--- config.mk ---
export PLATFORM = sky130hd
export DESIGN_NAME = tmc_ctrl
export DESIGN_NICKNAME = d
export VERILOG_FILES = /design/src/tmc_pkg.sv /design/src/tmc_ctrl.sv
export SDC_FILE = /design/constraint.sdc
export NUM_CORES = 1
export LEC_CHECK = 0
export ABC_AREA = 0
export BUFFER_PORTS_ARGS = -buffer_cell sky130_fd_sc_hd__buf_4
export CORE_MARGIN = 4
export CORE_UTILIZATION = 39
export DETAILED_ROUTE_END_ITERATION = 10
export PLACE_DENSITY = 0.7
export SLEW_MARGIN = 25
export SYNTH_ARGS = -nofsm -noshare
export SYNTH_HDL_FRONTEND = slang
export SYNTH_SLANG_ARGS = --single-unit
--- constraint.sdc ---
create_clock -name clk -period 1.45 [get_ports clk]
set_input_delay 0.29 -clock clk [delete_from_list [all_inputs] [get_ports clk]]
set_output_delay 0.29 -clock clk [all_outputs]
set_load 0.05 [all_outputs]
--- src/tmc_pkg.sv ---
// Shared types and constants for the tape machine core
`default_nettype none
package tmc_pkg;
    localparam int ROM_DEPTH  = 4096;
    localparam int PAGE_WORDS = 1024;
    localparam int MAX_PAGES  = 4;
    localparam int WORD_BITS  = 16;
    localparam int MEM_WORDS  = PAGE_WORDS * MAX_PAGES;
    localparam int PA_BITS    = $clog2(ROM_DEPTH);
    localparam int PL_BITS    = PA_BITS + 1;
    localparam int DP_BITS    = $clog2(PAGE_WORDS);
    localparam int PG_BITS    = (MAX_PAGES > 1) ? $clog2(MAX_PAGES) : 1;
    localparam int MA_BITS    = $clog2(MEM_WORDS);
    localparam int CNT_BITS   = $clog2(MAX_PAGES + 1);

    localparam logic [1:0] FUNC_LOAD   = 2'd0;
    localparam logic [1:0] FUNC_FINISH = 2'd1;
    localparam logic [1:0] FUNC_STEP   = 2'd2;

    localparam logic [1:0] ERR_NONE    = 2'd0;
    localparam logic [1:0] ERR_FULL    = 2'd1;
    localparam logic [1:0] ERR_BRACKET = 2'd2;

    localparam logic [0:0] REG_STRIP = 1'd0;
    localparam logic [0:0] REG_PAGES = 1'd1;

    localparam logic [7:0] CH_RIGHT = 8'h3E;
    localparam logic [7:0] CH_LEFT  = 8'h3C;
    localparam logic [7:0] CH_INC   = 8'h2B;
    localparam logic [7:0] CH_DEC   = 8'h2D;
    localparam logic [7:0] CH_OPEN  = 8'h5B;
    localparam logic [7:0] CH_CLOSE = 8'h5D;
    localparam logic [7:0] CH_OUT   = 8'h2E;
    localparam logic [7:0] CH_IN    = 8'h2C;
    localparam logic [7:0] CH_JUMP  = 8'h40;
    localparam logic [7:0] CH_COPY  = 8'h5E;
    localparam logic [7:0] CH_PASTE = 8'h2A;
    localparam logic [7:0] CH_ROT   = 8'h7E;
    localparam logic [7:0] CH_NAND  = 8'h26;
    localparam logic [7:0] CH_PAGE  = 8'h23;
    localparam logic [7:0] CH_PNEXT = 8'h7D;
    localparam logic [7:0] CH_PPREV = 8'h7B;

    typedef enum logic [3:0] {
        ST_IDLE, ST_CLEAR, ST_LOAD_RD, ST_LOAD_WR, ST_EX_RD, ST_EX_JT,
        ST_EX_GO, ST_SKIP_RD, ST_SKIP_CHK, ST_SETTLE, ST_DONE
    } state_t;

    // controller to datapath
    typedef struct packed {
        logic clr_step;    // write zero at clear address, advance
        logic cap_in;      // capture the request
        logic load_rd;     // read bracket stack top
        logic load_wr;     // commit loaded byte
        logic ex_rd;       // read program byte, cell, target
        logic ex_go;       // execute command
        logic np_adv;      // non-command: pc + 1
        logic skip_rd;     // read program byte at pc
        logic skip_adv;    // pc + 1 during skip
        logic skip_end;    // skip reached the end
        logic finish;      // finish load
        logic status;      // step cannot run: clear running flag
        logic out_load;    // register result
    } tmc_cmd_t;

    // datapath to controller
    typedef struct packed {
        logic clr_done;
        logic [1:0] func;
        logic skip;
        logic can_run;     // no error and pc below length
        logic is_cmd;      // byte at pc is a command
        logic pc_at_end;
    } tmc_sts_t;

    function automatic logic is_command(input logic [7:0] c);
        case (c)
            CH_RIGHT, CH_LEFT, CH_INC, CH_DEC, CH_OPEN, CH_CLOSE, CH_OUT, CH_IN,
            CH_JUMP, CH_COPY, CH_PASTE, CH_ROT, CH_NAND, CH_PAGE, CH_PNEXT,
            CH_PPREV: is_command = 1'b1;
            default: is_command = 1'b0;
        endcase
    endfunction
endpackage
`default_nettype wire

--- src/tmc_ctrl.sv ---
// Controller state machine for the tape machine core
`default_nettype none
module tmc_ctrl (
    input  wire logic              clk,
    input  wire logic              rst_n,
    input  wire logic              in_valid,
    output logic                   in_stall,
    output logic                   out_valid,
    input  wire logic              out_stall,
    output tmc_pkg::tmc_cmd_t      cmd,
    input  wire tmc_pkg::tmc_sts_t sts
);
    import tmc_pkg::*;

    state_t state_reg, state_next;
    logic   ov_reg, ov_next;
    logic   accept;
    logic   slot_free;

    // output slot frees when empty or taken this cycle
    assign slot_free = !ov_reg || !out_stall;
    assign in_stall  = !(state_reg == ST_IDLE);
    assign accept    = in_valid && (state_reg == ST_IDLE);
    assign out_valid = ov_reg;

    always_ff @(posedge clk or negedge rst_n)
    begin
        if (!rst_n)
        begin
            state_reg <= ST_CLEAR;
            ov_reg    <= 1'b0;
        end
        else
        begin
            state_reg <= state_next;
            ov_reg    <= ov_next;
        end
    end

    // next state
    always_comb
    begin
        state_next = state_reg;
        case (state_reg)
            ST_CLEAR:    if (sts.clr_done) state_next = ST_IDLE;
            ST_IDLE:     if (accept) state_next = ST_LOAD_RD;
            ST_LOAD_RD:
            begin
                case (sts.func)
                    FUNC_LOAD: state_next = ST_LOAD_WR;
                    FUNC_STEP: state_next = ST_EX_RD;
                    default:   state_next = ST_SETTLE;
                endcase
            end
            ST_LOAD_WR:  state_next = ST_DONE;
            ST_EX_RD:    state_next = sts.can_run ? ST_EX_JT : ST_DONE;
            ST_EX_JT:    state_next = ST_EX_GO;
            ST_EX_GO:    state_next = (sts.is_cmd && sts.skip) ? ST_SKIP_RD : ST_SETTLE;
            ST_SKIP_RD:  state_next = ST_SKIP_CHK;
            ST_SKIP_CHK:
            begin
                if (sts.is_cmd || sts.pc_at_end) state_next = ST_DONE;
                else state_next = ST_SKIP_RD;
            end
            // cell read picks up the new address and written word
            ST_SETTLE:   state_next = ST_DONE;
            ST_DONE:     if (slot_free) state_next = ST_IDLE;
            default:     state_next = ST_IDLE;
        endcase
    end

    // outputs
    always_comb
    begin
        cmd     = '0;
        ov_next = ov_reg && out_stall;
        case (state_reg)
            ST_CLEAR:    cmd.clr_step = 1'b1;
            ST_IDLE:     cmd.cap_in = accept;
            ST_LOAD_RD:
            begin
                cmd.load_rd = 1'b1;
                cmd.finish  = (sts.func == FUNC_FINISH);
            end
            ST_LOAD_WR:  cmd.load_wr = 1'b1;
            ST_EX_RD:
            begin
                cmd.ex_rd  = 1'b1;
                cmd.status = !sts.can_run;
            end
            ST_EX_GO:
            begin
                cmd.ex_go  = sts.is_cmd;
                cmd.np_adv = !sts.is_cmd;
                cmd.skip_rd = 1'b0;
            end
            ST_SKIP_RD:  cmd.skip_rd = 1'b1;
            ST_SKIP_CHK:
            begin
                cmd.skip_adv = !sts.is_cmd && !sts.pc_at_end;
                cmd.skip_end = sts.pc_at_end;
            end
            ST_DONE:
            begin
                if (slot_free)
                begin
                    cmd.out_load = 1'b1;
                    ov_next      = 1'b1;
                end
            end
            default: cmd = '0;
        endcase
    end
endmodule
`default_nettype wire

# Yosys cells after proc, flatten, opt, wreduce, memory -nomap -nowiden
# Index checks and enable logic that the tools add are counted.
# word_totals
out_inout_bits	15
reg_bits	5
wordCells	55
# op_classes
mux	22
eq_ne	15
reduce_logical	16
# op_table
op	count
one-hot mux 4 bit (10 select lines)	1
2-to-1 mux 4 bit	6
equality test 4 x 3 -> 1 bit, second input constant	4
equality test 4 bit, second input constant	3
2-to-1 mux 1 bit	12
equality test 4 x 2 -> 1 bit, second input constant	2
one-hot mux 4 bit (2 select lines)	1
zero test 1 bit	6
!= test 2 bit, second input constant	3
equality test 4 x 1 -> 1 bit, second input constant	1
logical AND 1 bit	4
zero test 4 bit	1
2-to-1 mux 2 bit	2
AND reduction 3 bit	1
equality test 2 x 1 -> 1 bit, second input constant	1
equality test 2 bit, second input constant	1
zero test 2 bit	1
logical OR 1 bit	2
OR reduction 2 bit	1

# Logic depth before layout (Yosys ltp)
# Gate-level depths: netlist of the first run.
# logic_depth
depth_word	4
depth_mapped	5
mapped_depth_nobuf	4

# Worst setup path after synthesis of the first run
# Ideal clock, no wire load.
# synth_timing
path_kind	reg-to-output
startpoint	reg state_reg[0]
endpoint	out cmd[2] in the netlist's numbering
slack_ps	-951
t_required_ps	1160
stages_incl_launch_ff	6
arrival_ps	2111
path_cell_list	dfstp_2 -> buf_6 -> nand2b_4 -> nor3_2 -> nand2_1 -> nor2_1
# synth_rtl
item	line_no	rtl
from (decl)	tmc_ctrl.sv:15	state_t state_reg, state_next;
from (signal assigned)	tmc_ctrl.sv:35	state_reg <= state_next;
to (decl)	tmc_ctrl.sv:10	output tmc_pkg::tmc_cmd_t cmd,

==> results.toml, run 1 <==
[clocking]
cts_tree = "done"
root_buffer = "clkbuf_4"
cts_buffer_depth = 2
clk_latency_ns = 0.26
cts.clk_slew.worst_paths_ns = 0.05
numCtsBuffers = 3
cts_sinks = 5
htreeDepth = 1

[power_and_ir_drop]
p_sw_mw = 1.36
swShare = 0.520
clockPowerShare = 0.070
power_frac_seq = 0.134
comb_power_share = 0.796
power.density_mw_per_mm2 = 2340
power.leakage_nw = 0.484
power.internal_mw = 1.25
ir_worst_vdd_uv = 1770

[layout]
layout-drive-gt1-share = 0.734
multi_input_area_um2 = 470
area_growth_pct = 113
largest_reg_flops = 4
ff_latch_area_um2 = 130
finalNonFillerCells = 123
n_antenna_cell = 0
final_net_count = 121
fillCellCount = 38

[route]
routedWlPerCell_um = 23.3
drt.antenna.violating_nets = 0
viasPerCell = 6.32
first_pass_iters = 4
drt-total-wl_mm = 2.86
drc = 0
drt_iter0_markers = 39
vias = 777

[setup_path]
critPathLaunchType = "flip-flop"
critPathArrivalTime_ns = 1.48
crit_fanout = 8
critPathCaptureType = "output port"
crit_required_ns = 1.16
path_class = "flip-flop to output port"

[floorplan]
core_area_mm2 = 0.00119
ioPinCount = 26
dieArea_mm2 = 0.00199
fp.dieW_um = 44.7
rows = 12
start_util = 0.442
die_y_um = 44.7

[synthesis]
synth_top_cell_area_share = 0.191
synth_seq_cells = 5
yosysTopAreaCell = "dfrtp_1"
synth_area_um2 = 524
synthesis.nets = 73
syn_area_per_cell_um2 = 8.46
synthCells = 62
yosys_warnings = 0
yosys-top-cells-area = "dfrtp_1 19%, buf_6 8.6%, nor3_1 5.7%, dfstp_2 5.0%, nor2_1 5.0%"
ys_types = 30
yosysSeqAreaShare = 0.241

[placed_design]
post-dp-hpwl_mm = 1.25
place_inst = 108
io_buffers = 25
gp_congestion = 0.910

[min_path]
hold_class = "primary input to flip-flop"

[sta]
slew_headroom = 0.803
tns_ns = -4.38
period_share = 1.22
hold_viol = 0
setup_slack_ns = -0.324
fmax_mhz = 564
fin_crit_ns = 1.77
rsz0062_at_grt = "yes"
worst_clock_skew_ns = 0.00501
maxSlewViolCount = 0
tightest_slew_ns = 0.293
setup_violations = 18

[flow_run]
cap_violations = 0

[global_route]
grt_max_degree = 11
grt_util_all_layers = 0.211
antenna_found_initial = 0
grt_pass1_vias = 677
grt.overflow.total = 0
grt_pass1_wl_mm = 3.03

[outcome]
status = "finished with violations"
violations = "setup timing"
-- worst paths after layout --
kind / start / endpoint / slack [ns] / depth (start not counted)
setup / recovery: state_reg[2] / cmd[8] / -0.32 / 4
hold / removal: out_stall / out_valid / 0.32 / 3
setup reg to reg: state_reg[0] / state_reg[1] / -0.17 / 5
hold reg to reg: out_valid / out_valid / 0.63 / 2
max in group asynchronous: rst_n / state_reg[0] / 0.87 / 2
min in group asynchronous: rst_n / out_valid / 0.39 / 2
-- cell usage in the layout (no fill, tap or decap), types with 2 or more instances in the layout --
cell and instances:
nor2_1 3, nand2_1 3, inv_1 3, buf_8 4, clkbuf_4 3, a21oi_2 2
nor3_2 3, nor3b_1 2, nor3_4 4, buf_4 26, buf_6 15, o21ai_0 3
nand2_2 2, nand2b_4 3, dfrtp_2 3, nor2_4 3
-- per-stage QoR --
step                      hold slack (ns)  power (mW)  instance area, um2  worst slack [ns]   util
after floorplan                  -0.00559        1.38                 604            -0.427      -
after global placement             0.0924        1.79                 853           -0.0134  0.719
after detailed placement           0.0935        1.81                 853           -0.0327  0.719
after CTS                           0.298        2.17                 986            -0.267  0.831
after global routing                0.320        2.71                1110            -0.374  0.940
final                               0.323        2.61                1110            -0.324  0.940
-- cell type report --
class / instances / share of cell area
multi-input combinational: 49 / 0.422
timing repair buffer: 48 / 0.412
sequential: 5 / 0.117
clock buffer: 4 / 0.0236
tap: 14 / 0.0157
inverter: 3 / 0.0101
-- cells by family (layout without fill, tap and decap cells) --
kind of cell           count (synthesis)  count (layout)  share of synthesized area
AND/OR/NAND/NOR                       37              37                      0.482
AO/OA/AOI/OAI                         12              12                      0.160
buffers and inverters                  8              55                      0.117
flip-flops                             5               5                      0.241
-- synth_stat cells --
master,count
o21a_1,1
nor2_1,7
nor4_2,1
clkbuf_2,1
and2_1,1
nor3b_4,1
nand2b_4,1
nor3_1,6
dfstp_2,1
o21ai_0,3
buf_6,4
a31oi_1,1
nand4bb_1,1
or4_1,1
o311ai_1,1
inv_1,3
a21oi_2,1
nand2b_1,3
nor3b_1,2
nor3_2,2
o211ai_2,1
nand4_1,1
dfrtp_1,4
nand2_1,6
a21oi_1,3
o32a_1,1
nor2b_1,1
nand3b_1,1
nor4b_4,1
and3_1,1
-- layer usage --
| metal | vias to the layer above | GRT usage | routed length [um] |
|---|---|---|---|
| met5 | - | 0 | 0 |
| met3 | 20 | 0.0285 | 244 |
| met1 | 378 | 0.252 | 946 |
| met4 | 0 | 0.133 | 209 |
| li1 | 315 | - | - |
| met2 | 64 | 0.350 | 1460 |
-- power by group through the flow --
stage | clock network (mW) | registers, mW | logic, mW
final | 0.184 | 0.349 | 2.08
after global routing | 0.198 | 0.361 | 2.15
after CTS | 0.164 | 0.322 | 1.68
after detailed placement | 0 | 0.315 | 1.49
after global placement | 0 | 0.308 | 1.48
after floorplan | 0 | 0.318 | 1.06
-- what timing repair did --
item,4_1_cts,5_1_grt
hold buffers,1,0
pin swaps,5,10
hold endpoints to repair,4,0
gates cloned,0,1
gates resized for setup,21,20
setup endpoints to repair,14,18
buffers inserted,2,8
-- critical path, stage by stage, from the launching register on --
cell and delay (ns):
dfrtp_2 0.43, buf_6 0.17, nand2b_4 0.14, nor3_4 0.29, buf_6 0.20
No activity file was read; power rests on OpenSTA's default activity.
==> run 2, diff against run 1 <==
CORE_AREA = 4 4 41 43   (was not set)
CORE_MARGIN = not set   (was 4)
CORE_UTILIZATION = not set   (was 39)
DIE_AREA = 0 0 45 47   (was not set)
PLACE_DENSITY = 0.67   (was 0.7)
clock period = 1.7 ns   (was 1.45 ns; I/O delays follow)
==> results.toml, run 2 (synthesized netlist as in run 1, its figures left out) <==
[clocking]
cts.clk_slew.worst_paths_ns = 0.05
numCtsBuffers = 3
cts_tree = "done"
cts_sinks = 5
cts_buffer_depth = 2
root_buffer = "clkbuf_4"
htreeDepth = 1
clk_latency_ns = 0.24

[min_path]
min_path_cells = 3
hold_class = "primary input to flip-flop"
hold_start = "out_stall"

[sta]
fmax_mhz = 564
maxSlewViolCount = 0
tightest_slew_ns = 0.330
setup_slack_ns = -0.0738
slew_headroom = 0.779
worst_clock_skew_ns = 0.000670
hold_viol = 0
period_share = 1.04
fin_crit_ns = 1.77
rsz0062_at_grt = "yes"
setup_violations = 5

[setup_path]
crit_chain = "nor4b_4 -> nor3b_4 -> buf_6"
max_stage_delay_ns = 0.45
critPathLaunch = "state_reg[1]"
path_class = "flip-flop to output port"
rr_startpoint = "state_reg[0]"
cp_slowest_cell = "dfrtp_2"
crit_required_ns = 1.36
critPathArrivalTime_ns = 1.43
crit_fanout = 6
critPathCaptureType = "output port"
reg2regPathDepth = 5
critPathLaunchType = "flip-flop"

[outcome]
status = "finished with violations"
violations = "setup timing"

[route]
first_pass_iters = 4
vias = 649
drt-total-wl_mm = 1.68
drc = 0
routedWlPerCell_um = 14.3
viasPerCell = 5.50
drt.antenna.violating_nets = 0
drt_iter0_markers = 26

[floorplan]
ioPinCount = 26
fp.dieW_um = 45
start_util = 0.403
die_y_um = 47
dieArea_mm2 = 0.00212
rows = 13
core_area_mm2 = 0.00130

[power_and_ir_drop]
power.density_mw_per_mm2 = 1870
power.leakage_nw = 0.419
ir_worst_vdd_uv = 1040
total_power_mw = 1.78

[placed_design]
post-dp-hpwl_mm = 1.15
pre_cts_slack_ns = 0.0989
io_buffers = 25
placed_area_um2 = 753
gp_congestion = 0.819

[global_route]
grt_pass1_vias = 553
grt_pass1_wl_mm = 2.51
grt_util_all_layers = 0.169
antenna_found_initial = 0
grt_max_degree = 11
grt.overflow.total = 0

[layout]
final_net_count = 115
layout-drive-gt1-share = 0.612
design_area_um2 = 951
layout_common_cells = "30 x buf_4, 11 x buf_6, 6 x nor2_1"
fillCellCount = 104
final_common_cell = "buf_4"
final_util = 0.731
n_antenna_cell = 0
area_growth_pct = 81.4
largest_reg_flops = 4

[flow_run]
cap_violations = 0
[run 2: changes by cell type in the layout (fill, tap and decap cells not counted), moves of 2 or more]
cell     delta
buf_4       +4
buf_6       -4
buf_8       -4
nand2_1     +2
nor2_1      +3
nor2_4      -3
[run 2: worst paths after layout]
| check | end | slack, ns |
|---|---|---|
| setup reg to reg | state_reg[1] | 0.12 |
| min in group asynchronous | state_reg[1] | 0.44 |
| setup / recovery | cmd[4] | -0.07 |
| max in group asynchronous | state_reg[0] | 1.07 |
| hold / removal | out_valid | 0.33 |
| hold reg to reg | out_valid | 0.55 |
[run 2: area by class of cell]
cell class	count	area [um2]	area share
multi-input combinational	49	407	0.428
inverter	3	11.3	0.0118
tap	15	18.8	0.0197
timing repair buffer	42	359	0.378
sequential	5	129	0.136
clock buffer	4	26.3	0.0276
[run 2: repair_timing]
item | 4_1_cts | 5_1_grt
resized for setup | 9 | 11
pin swaps | 3 | 2
hold buffers | 1 | 0
buffers inserted | 8 | 3
endpoints found under the setup margin | 13 | 12
hold endpoints to repair | 4 | 0
[run 2: stage by stage]
stage,setup TNS (ns),instances,hold slack (ns)
after floorplan,-1.99,62,0.0444
after global placement,0,102,0.144
after detailed placement,0,102,0.146
after CTS,-0.180,115,0.328
after global routing,-0.557,118,0.330
final,-0.177,118,0.335
[run 2: layer usage]
layer / vias to the layer above / wire [um] / share of wire / global-route usage
met5: - / 0 / 0 / 0
li1: 303 / - / - / -
met3: 6 / 167 / 0.099 / 0.0307
met4: 0 / 30 / 0.018 / 0.117
met2: 38 / 909 / 0.54 / 0.280
met1: 302 / 575 / 0.34 / 0.197
[run 2: critical path: cells and delay by family, from the launching register on]
kind	cells	cell delay [ns]
simple gates	2	0.56
flops	1	0.45
buf+inv	1	0.19
[run 2: report_power, final]
group	internal, mW	switching [mW]	leakage [nW]
registers	0.186	0.0951	0.0598
clock network	0.0890	0.0528	0.0150
logic	0.579	0.781	0.344
total	0.854	0.929	0.419
